===== src/hw/rtl/pse_pkg.sv =====
// ----------------------------------------------------------------------------
// pse_pkg
// shared types and constants of the png stored stream encoder
// ----------------------------------------------------------------------------
`default_nettype none

package pse_pkg;

  localparam int unsigned MAX_WIDTH   = 8192;
  localparam int unsigned MAX_HEIGHT  = 8192;
  localparam int unsigned DIM_W       = 14;
  localparam int unsigned RAW_W       = 28;
  localparam int unsigned QUEUE_DEPTH = 4;
  localparam int unsigned QPTR_W      = $clog2(QUEUE_DEPTH);

  localparam logic [15:0] STORED_MAX = 16'hFFFF;
  localparam logic [16:0] ADLER_MOD  = 17'd65521;
  localparam logic [31:0] CRC_POLY   = 32'hEDB88320;

  // register indexes on the configuration port
  localparam logic REG_IMAGE_WIDTH  = 1'b0;
  localparam logic REG_IMAGE_HEIGHT = 1'b1;

  // back end geometry; the user keeps it stable with words in flight, unenforced
  typedef struct packed {
    logic [DIM_W-1:0] width;
    logic [DIM_W-1:0] height;
    logic [31:0]      idat_len;
  } img_cfg_t;

  // one accepted word, classified by the front end
  typedef struct packed {
    logic [7:0]  px;
    logic        start;
    logic        filt;
    logic        hdr1;
    logic        fin1;
    logic [15:0] len1;
    logic        hdr2;
    logic        fin2;
    logic [15:0] len2;
    logic        last;
  } desc_t;

endpackage

`default_nettype wire


===== src/hw/rtl/pse_front.sv =====
// ----------------------------------------------------------------------------
// pse_front
// size registers, stream length and per-word classification
// ----------------------------------------------------------------------------
`default_nettype none

module pse_front (
  input  wire logic                    clk,
  input  wire logic                    rst_n,
  input  wire logic                    cfg_we,
  input  wire logic                    cfg_index,
  input  wire logic [pse_pkg::DIM_W-1:0] cfg_wdata,
  input  wire logic                    in_valid,
  output logic                         in_stall,
  input  wire logic [7:0]              in_pixel_byte,
  input  wire logic                    q_full,
  output logic                         q_push,
  output pse_pkg::desc_t               q_data,
  output pse_pkg::img_cfg_t            img_cfg
);

  localparam int unsigned DW = pse_pkg::DIM_W;
  localparam int unsigned RW = pse_pkg::RAW_W;

  logic [DW-1:0] width_r, height_r;
  logic [14:0]   row_bytes_r;
  logic [RW-1:0] raw_r;
  logic [12:0]   blocks_r;
  logic [31:0]   idat_len_r;
  logic [1:0]    settle_r;
  logic          phase_r, phase_nxt;
  logic [14:0]   col_r, col_nxt;
  logic [15:0]   blk_r, blk_nxt;
  logic [RW-1:0] rem_r, rem_nxt;

  logic [DW-1:0] cfg_v;
  logic [DW-1:0] cfg_lim;
  logic          accept;

  always_comb begin
    cfg_lim = (cfg_index == pse_pkg::REG_IMAGE_HEIGHT) ? DW'(pse_pkg::MAX_HEIGHT)
                                                       : DW'(pse_pkg::MAX_WIDTH);
    cfg_v = cfg_wdata;
    if (cfg_v == '0) begin
      cfg_v = DW'(1);
    end else if (cfg_v > cfg_lim) begin
      cfg_v = cfg_lim;
    end
  end

  // length pipeline: row bytes, raw size, block count, idat length
  logic [29:0] raw_full;
  logic [28:0] y;
  logic [12:0] qa;
  logic [16:0] qs;
  assign raw_full = 30'(height_r) * 30'({1'b0, row_bytes_r} + 16'd1);
  // ceil(raw / 65535) with y = hi*65536 + lo = hi*65535 + (hi + lo)
  assign y  = 29'(raw_r) + 29'd65534;
  assign qa = y[28:16];
  assign qs = 17'(qa) + 17'(y[15:0]);

  always_ff @(posedge clk) begin
    row_bytes_r <= 15'(width_r) * 15'd3;
    raw_r       <= raw_full[RW-1:0];
    blocks_r    <= qa + ((qs >= 17'(pse_pkg::STORED_MAX)) ? 13'd1 : 13'd0);
    idat_len_r  <= 32'd6 + {17'd0, blocks_r, 2'b00} + 32'(blocks_r) + 32'(raw_r);
  end

  assign in_stall = q_full || (settle_r != 2'd0);
  assign accept   = in_valid && !in_stall;

  // classification of one word
  logic [RW-1:0] rem0, rem1;
  logic [15:0]   blk0, blk1, blk2;
  logic [14:0]   col0, col1;
  pse_pkg::desc_t d;

  always_comb begin
    d       = '0;
    d.px    = in_pixel_byte;
    d.start = !phase_r;
    rem0    = d.start ? raw_r : rem_r;
    blk0    = d.start ? 16'd0 : blk_r;
    col0    = d.start ? 15'd0 : col_r;
    d.filt  = (col0 == 15'd0);
    rem1    = rem0;
    blk1    = blk0;
    if (d.filt) begin
      d.hdr1 = (blk0 == 16'd0);
      d.fin1 = (rem0 <= RW'(pse_pkg::STORED_MAX));
      d.len1 = d.fin1 ? rem0[15:0] : pse_pkg::STORED_MAX;
      if (d.hdr1) begin
        blk1 = d.len1;
      end
      if (blk1 != 16'd0) begin
        blk1 = blk1 - 16'd1;
      end
      if (rem1 != '0) begin
        rem1 = rem1 - RW'(1);
      end
    end
    d.hdr2 = (blk1 == 16'd0);
    d.fin2 = (rem1 <= RW'(pse_pkg::STORED_MAX));
    d.len2 = d.fin2 ? rem1[15:0] : pse_pkg::STORED_MAX;
    blk2   = d.hdr2 ? d.len2 : blk1;
    if (blk2 != 16'd0) begin
      blk2 = blk2 - 16'd1;
    end
    rem_nxt = rem1;
    if (rem_nxt != '0) begin
      rem_nxt = rem_nxt - RW'(1);
    end
    blk_nxt   = blk2;
    col1      = col0 + 15'd1;
    col_nxt   = (col1 >= row_bytes_r) ? 15'd0 : col1;
    d.last    = (rem_nxt == '0);
    phase_nxt = !d.last;
  end

  assign q_push = accept;
  assign q_data = d;
  assign img_cfg.width    = width_r;
  assign img_cfg.height   = height_r;
  assign img_cfg.idat_len = idat_len_r;

  always_ff @(posedge clk) begin
    if (!rst_n) begin
      width_r  <= DW'(64);
      height_r <= DW'(64);
      settle_r <= 2'd3;
      phase_r  <= 1'b0;
    end else begin
      if (settle_r != 2'd0) begin
        settle_r <= settle_r - 2'd1;
      end
      if (accept) begin
        phase_r <= phase_nxt;
      end
      if (cfg_we) begin
        // new size abandons the current image
        phase_r  <= 1'b0;
        settle_r <= 2'd3;
        unique case (cfg_index)
          pse_pkg::REG_IMAGE_WIDTH:  width_r  <= cfg_v;
          pse_pkg::REG_IMAGE_HEIGHT: height_r <= cfg_v;
        endcase
      end
    end
  end

  always_ff @(posedge clk) begin
    if (accept) begin
      col_r <= col_nxt;
      blk_r <= blk_nxt;
      rem_r <= rem_nxt;
    end
  end

endmodule

`default_nettype wire


===== src/hw/rtl/pse_queue.sv =====
// ----------------------------------------------------------------------------
// pse_queue
// short word queue between front and back end
// ----------------------------------------------------------------------------
`default_nettype none

module pse_queue (
  input  wire logic           clk,
  input  wire logic           rst_n,
  input  wire logic           push,
  input  pse_pkg::desc_t      push_data,
  input  wire logic           pop,
  output pse_pkg::desc_t      head,
  output logic                empty,
  output logic                full
);

  localparam int unsigned PW = pse_pkg::QPTR_W;

  pse_pkg::desc_t mem_r [pse_pkg::QUEUE_DEPTH];
  logic [PW-1:0]  wp_r, rp_r;
  logic [PW:0]    cnt_r;

  assign empty = (cnt_r == '0);
  assign full  = (cnt_r == (PW+1)'(pse_pkg::QUEUE_DEPTH));
  assign head  = mem_r[rp_r];

  always_ff @(posedge clk) begin
    if (push) begin
      mem_r[wp_r] <= push_data;
    end
  end

  always_ff @(posedge clk) begin
    if (!rst_n) begin
      wp_r  <= '0;
      rp_r  <= '0;
      cnt_r <= '0;
    end else begin
      if (push) begin
        wp_r <= wp_r + PW'(1);
      end
      if (pop) begin
        rp_r <= rp_r + PW'(1);
      end
      if (push && !pop) begin
        cnt_r <= cnt_r + (PW+1)'(1);
      end else if (pop && !push) begin
        cnt_r <= cnt_r - (PW+1)'(1);
      end
    end
  end

endmodule

`default_nettype wire


===== src/hw/rtl/pse_back.sv =====
// ----------------------------------------------------------------------------
// pse_back
// byte sequencer: file header, block headers, data, trailer, crc and adler
// ----------------------------------------------------------------------------
`default_nettype none

module pse_back (
  input  wire logic          clk,
  input  wire logic          rst_n,
  input  pse_pkg::desc_t     d,
  input  wire logic          q_empty,
  output logic               q_pop,
  input  pse_pkg::img_cfg_t  img_cfg,
  output logic               out_valid,
  input  wire logic          out_stall,
  output logic [7:0]         out_out_byte,
  output logic               out_run_last,
  output logic               out_file_end
);

  typedef enum logic [5:0] {
    SEG_HEAD = 6'b000001,
    SEG_HDR1 = 6'b000010,
    SEG_FILT = 6'b000100,
    SEG_HDR2 = 6'b001000,
    SEG_PIX  = 6'b010000,
    SEG_TAIL = 6'b100000
  } seg_t;

  function automatic logic [31:0] crc_byte(input logic [31:0] c_in, input logic [7:0] b);
    logic [31:0] c;
    c = c_in ^ {24'd0, b};
    for (int k = 0; k < 8; k++) begin
      c = c[0] ? (pse_pkg::CRC_POLY ^ (c >> 1)) : (c >> 1);
    end
    return c;
  endfunction

  seg_t        seg_r;
  logic        busy_r;
  logic [5:0]  cnt_r;
  logic [31:0] crc_r, crc_nxt;
  logic [31:0] snap_r;
  logic [15:0] alo_r, ahi_r;
  logic        ov_r, rl_r, fe_r;
  logic [7:0]  ob_r;

  seg_t        seg, seg_nx;
  logic [5:0]  cnt, seg_len;
  logic [7:0]  b;
  logic        crc_init, take_snap, done, ld, raw_b;
  logic [31:0] crc_out;
  logic        fin;
  logic [15:0] len;

  assign ld = !q_empty && (!ov_r || !out_stall);

  always_comb begin
    if (busy_r) begin
      seg = seg_r;
      cnt = cnt_r;
    end else begin
      cnt = 6'd0;
      priority if (d.start)            seg = SEG_HEAD;
      else if (d.filt && d.hdr1)       seg = SEG_HDR1;
      else if (d.filt)                 seg = SEG_FILT;
      else if (d.hdr2)                 seg = SEG_HDR2;
      else                             seg = SEG_PIX;
    end
  end

  always_comb begin
    b         = 8'h00;
    crc_init  = 1'b0;
    take_snap = 1'b0;
    raw_b     = 1'b0;
    seg_len   = 6'd1;
    seg_nx    = SEG_PIX;
    done      = 1'b0;
    fin       = (seg == SEG_HDR1) ? d.fin1 : d.fin2;
    len       = (seg == SEG_HDR1) ? d.len1 : d.len2;
    crc_out   = (cnt == 6'd29 || cnt == 6'd4 || cnt == 6'd16) ? ~crc_r : snap_r;
    unique case (seg)
      SEG_HEAD: begin
        seg_len = 6'd43;
        priority if (d.filt && d.hdr1) seg_nx = SEG_HDR1;
        else if (d.filt)               seg_nx = SEG_FILT;
        else if (d.hdr2)               seg_nx = SEG_HDR2;
        else                           seg_nx = SEG_PIX;
        crc_init  = (cnt == 6'd12) || (cnt == 6'd37);
        take_snap = (cnt == 6'd29);
        unique case (cnt)
          6'd0:  b = 8'h89;
          6'd1:  b = 8'h50;
          6'd2:  b = 8'h4E;
          6'd3:  b = 8'h47;
          6'd4:  b = 8'h0D;
          6'd5:  b = 8'h0A;
          6'd6:  b = 8'h1A;
          6'd7:  b = 8'h0A;
          6'd11: b = 8'd13;
          6'd12: b = 8'h49;
          6'd13: b = 8'h48;
          6'd14: b = 8'h44;
          6'd15: b = 8'h52;
          6'd18: b = {2'b00, img_cfg.width[13:8]};
          6'd19: b = img_cfg.width[7:0];
          6'd22: b = {2'b00, img_cfg.height[13:8]};
          6'd23: b = img_cfg.height[7:0];
          6'd24: b = 8'd8;
          6'd25: b = 8'd2;
          6'd29: b = crc_out[31:24];
          6'd30: b = crc_out[23:16];
          6'd31: b = crc_out[15:8];
          6'd32: b = crc_out[7:0];
          6'd33: b = img_cfg.idat_len[31:24];
          6'd34: b = img_cfg.idat_len[23:16];
          6'd35: b = img_cfg.idat_len[15:8];
          6'd36: b = img_cfg.idat_len[7:0];
          6'd37: b = 8'h49;
          6'd38: b = 8'h44;
          6'd39: b = 8'h41;
          6'd40: b = 8'h54;
          6'd41: b = 8'h78;
          6'd42: b = 8'h01;
          default: b = 8'h00;
        endcase
      end
      SEG_HDR1, SEG_HDR2: begin
        seg_len = 6'd5;
        seg_nx  = (seg == SEG_HDR1) ? SEG_FILT : SEG_PIX;
        unique case (cnt)
          6'd0:    b = {7'd0, fin};
          6'd1:    b = len[7:0];
          6'd2:    b = len[15:8];
          6'd3:    b = ~len[7:0];
          default: b = ~len[15:8];
        endcase
      end
      SEG_FILT: begin
        raw_b  = 1'b1;
        seg_nx = d.hdr2 ? SEG_HDR2 : SEG_PIX;
      end
      SEG_PIX: begin
        raw_b  = 1'b1;
        b      = d.px;
        seg_nx = SEG_TAIL;
        done   = !d.last;
      end
      SEG_TAIL: begin
        seg_len   = 6'd20;
        done      = 1'b1;
        crc_init  = (cnt == 6'd12);
        take_snap = (cnt == 6'd4) || (cnt == 6'd16);
        unique case (cnt)
          6'd0:  b = ahi_r[15:8];
          6'd1:  b = ahi_r[7:0];
          6'd2:  b = alo_r[15:8];
          6'd3:  b = alo_r[7:0];
          6'd4, 6'd16: b = crc_out[31:24];
          6'd5, 6'd17: b = crc_out[23:16];
          6'd6, 6'd18: b = crc_out[15:8];
          6'd7, 6'd19: b = crc_out[7:0];
          6'd12: b = 8'h49;
          6'd13: b = 8'h45;
          6'd14: b = 8'h4E;
          6'd15: b = 8'h44;
          default: b = 8'h00;
        endcase
      end
    endcase
    crc_nxt = crc_byte(crc_init ? 32'hFFFFFFFF : crc_r, b);
  end

  logic seg_end;
  assign seg_end = (cnt == seg_len - 6'd1);
  assign q_pop   = ld && seg_end && done;

  // adler-32 over filter and pixel bytes
  logic [16:0] lo_s, hi_s;
  logic [15:0] lo_n, hi_n;
  always_comb begin
    lo_s = 17'(alo_r) + 17'(b);
    lo_n = (lo_s >= pse_pkg::ADLER_MOD) ? 16'(lo_s - pse_pkg::ADLER_MOD) : lo_s[15:0];
    hi_s = 17'(ahi_r) + 17'(lo_n);
    hi_n = (hi_s >= pse_pkg::ADLER_MOD) ? 16'(hi_s - pse_pkg::ADLER_MOD) : hi_s[15:0];
  end

  always_ff @(posedge clk) begin
    if (!rst_n) begin
      busy_r <= 1'b0;
      ov_r   <= 1'b0;
      crc_r  <= 32'hFFFFFFFF;
      alo_r  <= 16'd1;
      ahi_r  <= 16'd0;
    end else begin
      if (ov_r && !out_stall) begin
        ov_r <= 1'b0;
      end
      if (ld) begin
        ov_r  <= 1'b1;
        crc_r <= crc_nxt;
        if (seg == SEG_HEAD && cnt == 6'd0) begin
          alo_r <= 16'd1;
          ahi_r <= 16'd0;
        end else if (raw_b) begin
          alo_r <= lo_n;
          ahi_r <= hi_n;
        end
        if (seg_end) begin
          busy_r <= !done;
          seg_r  <= seg_nx;
          cnt_r  <= 6'd0;
        end else begin
          busy_r <= 1'b1;
          seg_r  <= seg;
          cnt_r  <= cnt + 6'd1;
        end
      end
    end
  end

  always_ff @(posedge clk) begin
    if (ld) begin
      ob_r <= b;
      rl_r <= seg_end && done;
      fe_r <= seg_end && (seg == SEG_TAIL);
      if (take_snap) begin
        snap_r <= ~crc_r;
      end
    end
  end

  assign out_valid    = ov_r;
  assign out_out_byte = ob_r;
  assign out_run_last = rl_r;
  assign out_file_end = fe_r;

endmodule

`default_nettype wire


===== src/hw/rtl/png_stored_stream_encoder_top.sv =====
// ----------------------------------------------------------------------------
// png_stored_stream_encoder_top
// streaming png encoder for rgb8 images using stored deflate blocks
// ----------------------------------------------------------------------------
// in_*: raw rgb bytes in raster order, one word per accepted cycle.
// out_*: the png file byte by byte; out_run_last marks the last byte caused
//   by an input word, out_file_end the last byte of the file.
// cfg_*: image_width (index 0) and image_height (index 1); a write restarts
//   the file and holds in_stall while the stream length pipeline settles.
// the front end classifies each word into a four-entry queue; the back end
// emits one output byte per cycle unless the output stalls or the queue is
// empty; an input word yields one byte plus one for each filter byte and
// five for each block header; the first word of a file adds 43 header bytes
// and the last a 20 byte trailer. an accepted word goes into the queue,
// then its first byte into the back end output register. a stalled output
// holds its byte while the queue takes words until it is full. after reset
// sizes are 64 x 64 and in_stall is high while the length pipeline settles.
// ----------------------------------------------------------------------------
`default_nettype none

module png_stored_stream_encoder_top (
  input  wire logic                       clk,
  input  wire logic                       rst_n,
  input  wire logic                       cfg_we,
  input  wire logic                       cfg_index,
  input  wire logic [pse_pkg::DIM_W-1:0]  cfg_wdata,
  input  wire logic                       in_valid,
  output logic                            in_stall,
  input  wire logic [7:0]                 in_pixel_byte,
  output logic                            out_valid,
  input  wire logic                       out_stall,
  output logic [7:0]                      out_out_byte,
  output logic                            out_run_last,
  output logic                            out_file_end
);

  pse_pkg::desc_t    push_data, head;
  pse_pkg::img_cfg_t img_cfg;
  logic              push, pop, empty, full;

  pse_front u_front (
    .clk, .rst_n, .cfg_we, .cfg_index, .cfg_wdata,
    .in_valid, .in_stall, .in_pixel_byte,
    .q_full(full), .q_push(push), .q_data(push_data), .img_cfg(img_cfg)
  );

  pse_queue u_queue (
    .clk, .rst_n, .push(push), .push_data(push_data), .pop(pop),
    .head(head), .empty(empty), .full(full)
  );

  pse_back u_back (
    .clk, .rst_n, .d(head), .q_empty(empty), .q_pop(pop), .img_cfg(img_cfg),
    .out_valid, .out_stall, .out_out_byte, .out_run_last, .out_file_end
  );

endmodule

`default_nettype wire


===== config.mk =====
export PLATFORM = sky130hd
export DESIGN_NAME = png_stored_stream_encoder_top
export DESIGN_NICKNAME = d
export VERILOG_FILES = /design/src/hw/rtl/pse_pkg.sv /design/src/hw/rtl/pse_front.sv /design/src/hw/rtl/pse_queue.sv /design/src/hw/rtl/pse_back.sv /design/src/hw/rtl/png_stored_stream_encoder_top.sv
export SDC_FILE = /design/constraint.sdc
export NUM_CORES = 2
export LEC_CHECK = 0
export BUFFER_PORTS_ARGS = -buffer_cell sky130_fd_sc_hd__buf_2
export CAP_MARGIN = 20
export CORE_MARGIN = 1.5
export CORE_UTILIZATION = 40
export CTS_BUF_LIST = sky130_fd_sc_hd__clkbuf_8
export DETAILED_ROUTE_END_ITERATION = 16
export PLACE_DENSITY_LB_ADDON = 0.15
export SYNTH_ARGS = -nofsm -noshare
export SYNTH_HDL_FRONTEND = slang
export SYNTH_SLANG_ARGS = --single-unit

===== constraint.sdc =====
create_clock -name clk -period 13.89 [get_ports clk]
set_input_delay 0 -clock clk [delete_from_list [all_inputs] [get_ports clk]]
set_output_delay 0 -clock clk [all_outputs]
set_load 0.01 [all_outputs]

==> flow_summary.toml <==
[routing]
drtPass1Iterations = 6
vias = 29336
drc = 0
wl_mm = 114.4
final_antenna_net_count = 0
routed_via_density = 5.579
wire_per_inst_um = 21.77
detailedRoute.firstIterationViolations = 2462

[critical_path]
cpPeakStageDelay_ps = 800
cp.arrival_ps = 11810
critPathMaxFanout = 32
crit_required_ps = 14460
crit_top_cell = "a21oi_1"
cp_slowest_cell = "o31ai_1"
r2r_setup_slack_ps = 2640
r2r_end = "u_back.ahi_r[9]"
path_class = "reg2reg"
rr_startpoint = "u_back.busy_r"
cp-start-kind = "register"
reg2regPathDepth = 41
crit_path_end_kind = "register"

[timing]
fmax_ghz = 0.08892
fin_crit_sh_pct = 80.96
period_needed_ps = 11250
rsz0062_at_grt = "no"
final_max_slew_viol_count = 0
setup_viol = 0
hold_viol_final = 0
worst_slew_pin_slew_ps = 1130
setup_tns_ps = 0
slew_headroom_pct = 23.96
worst_clock_skew_ps = 40.31

[synthesis]
synth_edf_count = 293
syn_inst = 3906
ys_async_sr_fraction_pct = 0
syn-num-nets = 4312
yosysTopAreaCell = "edfxtp_1"
syn_avg_cell_area_sq_um = 9.506
yosysSeqAreaShare_pct = 33.99
synth_ff_type = "edfxtp_1"
synth.top_cell.area_share_pct = 23.70
synth_area_leaders = "edfxtp_1 (24%), dfxtp_1 (10%), fa_1 (9.8%), ha_1 (6.6%), xnor2_1 (4.9%)"
synth_area_sq_mm = 0.03713
synth.distinct_cells = 111
ys.warnings.count = 0
ys_seq_elements = 484

[finish]
final_common_cell = "nand2_1"
final_cell_mix = "nand2_1 (436), inv_1 (369), edfxtp_1 (293), nor2_1 (260), xnor2_1 (198)"
final_cells = 5258
final_cell_area_sq_mm = 0.04083
nets = 4352
drive_gt1_share_pct = 9.168
fillerInstances = 9001
area_delta_synth_final_pct = 9.958

[global_route]
grt_start_max_net_pins = 72
grt_pass1_wl_mm = 177.2
grt_remaining_overflow = 0
antenna_found_initial = 8
first_global_vias = 29134
grtUsageTotal_pct = 24.32

[floorplan]
fp.coreArea_sq_mm = 0.09180
row_count = 111
die_w_um = 307.7
pin_count = 40
fp.dieH_um = 307.7
start_util_pct = 40.45
die_area_sq_mm = 0.09466

[clock_tree]
cts_setup_buffers = 0
root_buffer = "clkbuf_8"
htreeDepth = 3
clkSlewWorstSetupHoldPaths_ps = 80
clockBufferDepth = 3
cts_sinks = 484
clock_latency_ps = 720
cts_tree = "yes"
numCtsBuffers = 83

[pwr]
p_sw_mw = 1.422
vdd_ir_drop_max_v = 0.00007109
power.share.switching_pct = 33.91
internal_power_mw = 2.772
p_leak_nw = 16.59
powerDensity_mw_per_mm2 = 102.7
clockPowerShare_pct = 33.1
p_comb_share_pct = 26.4
p_seq_share_pct = 40.5

[placement]
placedCellCount = 5068
dpl_cell_area_sq_mm = 0.03870
io_buffers = 39
dp_hpwl_mm = 85.91
gp_congestion = 0.9553

[hold_path]
min_to = "u_queue.mem_r[1][43]"
min_from = "in_pixel_byte[4]"
holdPathStages = 2
hold_class = "in2reg"

[status]
status = "finished, final reports clean"

[run]
max-cap-violations = 0
[repair_timing]
action	4_1_cts	5_1_grt
hold buffers	36	0
endpoints found under the hold margin	79	0
resized for setup	0	0
[critical path: cells and delay by family, from the launching register on]
kind,cells,cell delay (ps)
compound gates,22,5520
simple gates,7,1830
fa+ha+maj,4,1280
buf+inv,4,910
xor+xnor,4,850
flops,1,690
[flip-flops by register name, indices dropped and copies added (netlist names), 3 cells and up, named ones only]
signal / flops
u_back.ahi_r: 16
u_back.alo_r: 16
u_back.cnt_r: 6
u_back.crc_r: 32
u_back.out_out_byte: 8
u_back.seg_r: 6
u_back.snap_r: 24
u_front.blk_r: 16
u_front.blocks_r: 13
u_front.col_r: 15
u_front.height_r: 14
u_front.idat_len_r: 29
u_front.raw_r: 28
u_front.rem_r: 28
u_front.row_bytes_r: 15
u_front.width_r: 14
u_queue.cnt_r: 3
u_queue.mem_r: 188
[power by group through the flow]
stage               clock (mW)  combinational, mW  sequential [mW]
CTS                       1.43               1.10             1.70
global placement             0               1.08             1.73
floorplan                    0              0.781             1.68
finish                    1.39               1.11             1.70
detailed placement           0               1.09             1.73
global route              1.49               1.22             1.70
[synth_stat cells (57+ instances only)]
library cell and count:
o21ai_0 145, and3_1 57, nor3_1 63, and2_1 128, nand3_1 112, clkbuf_1 143, a21oi_1 158, xnor2_1 206
dfxtp_1 191, nand2_1 436, ha_1 197, xor2_1 105, fa_1 181, edfxtp_1 293, inv_1 344, nor2_1 261
[per-layer routing]
| metal | GRT usage, % | up-vias | wire (um) |
|---|---|---|---|
| met5 | 0 | - | 0 |
| li1 | - | 13854 | - |
| met4 | 7.882 | 0 | 3617 |
| met2 | 40.76 | 900 | 54550 |
| met3 | 3.565 | 201 | 6340 |
| met1 | 32.19 | 14381 | 49940 |
[per-stage QoR]
| stage | utilization [%] | hold WS (ps) | total power, mW | worst slack [ps] |
|---|---|---|---|---|
| finish | 44.47 | 59.20 | 4.194 | 2644 |
| global route | 44.47 | 34.75 | 4.408 | 1732 |
| CTS | 44.47 | 1.178 | 4.226 | 2757 |
| detailed placement | 42.16 | 218.1 | 2.815 | 2776 |
| global placement | 42.15 | 221.5 | 2.812 | 2930 |
| floorplan | - | 98.87 | 2.463 | 3535 |
[worst max path at each step]
stage / start / cells past startpoint / endpoint
after floorplan: u_back.busy_r / 47 / u_back.ahi_r[8]
after global routing: u_back.busy_r / 41 / u_back.ahi_r[8]
after detailed placement: u_back.busy_r / 41 / u_back.ahi_r[9]
after CTS: u_back.busy_r / 41 / u_back.ahi_r[9]
after global placement: u_back.busy_r / 41 / u_back.ahi_r[9]
final: u_back.busy_r / 41 / u_back.ahi_r[9]
[area by class of cell]
| type | instances | area (sq um) | area share [%] |
|---|---|---|---|
| well taps | 1243 | 1555 | 3.809 |
| flip-flops and latches | 484 | 12630 | 30.94 |
| inverters | 346 | 1299 | 3.181 |
| clock buffers | 92 | 1266 | 3.101 |
| clock inverters | 61 | 494.2 | 1.211 |
| repair buffers | 134 | 1001 | 2.452 |
| multi-input cells | 2897 | 22580 | 55.30 |
| diodes | 1 | 2.502 | 0.006129 |
[kinds of logic (layout without fill, tap and decap cells)]
family	Yosys count	after routing	synth area share, %
simple gates	1338	1338	18.23
compound gates	752	752	13.64
buf+inv	525	633	5.500
flops	484	484	33.99
fa+ha+maj	378	378	16.40
xor+xnor	314	314	7.484
mux	115	115	4.745
other cells	0	1	0
(Power assumes the default switching activity.)
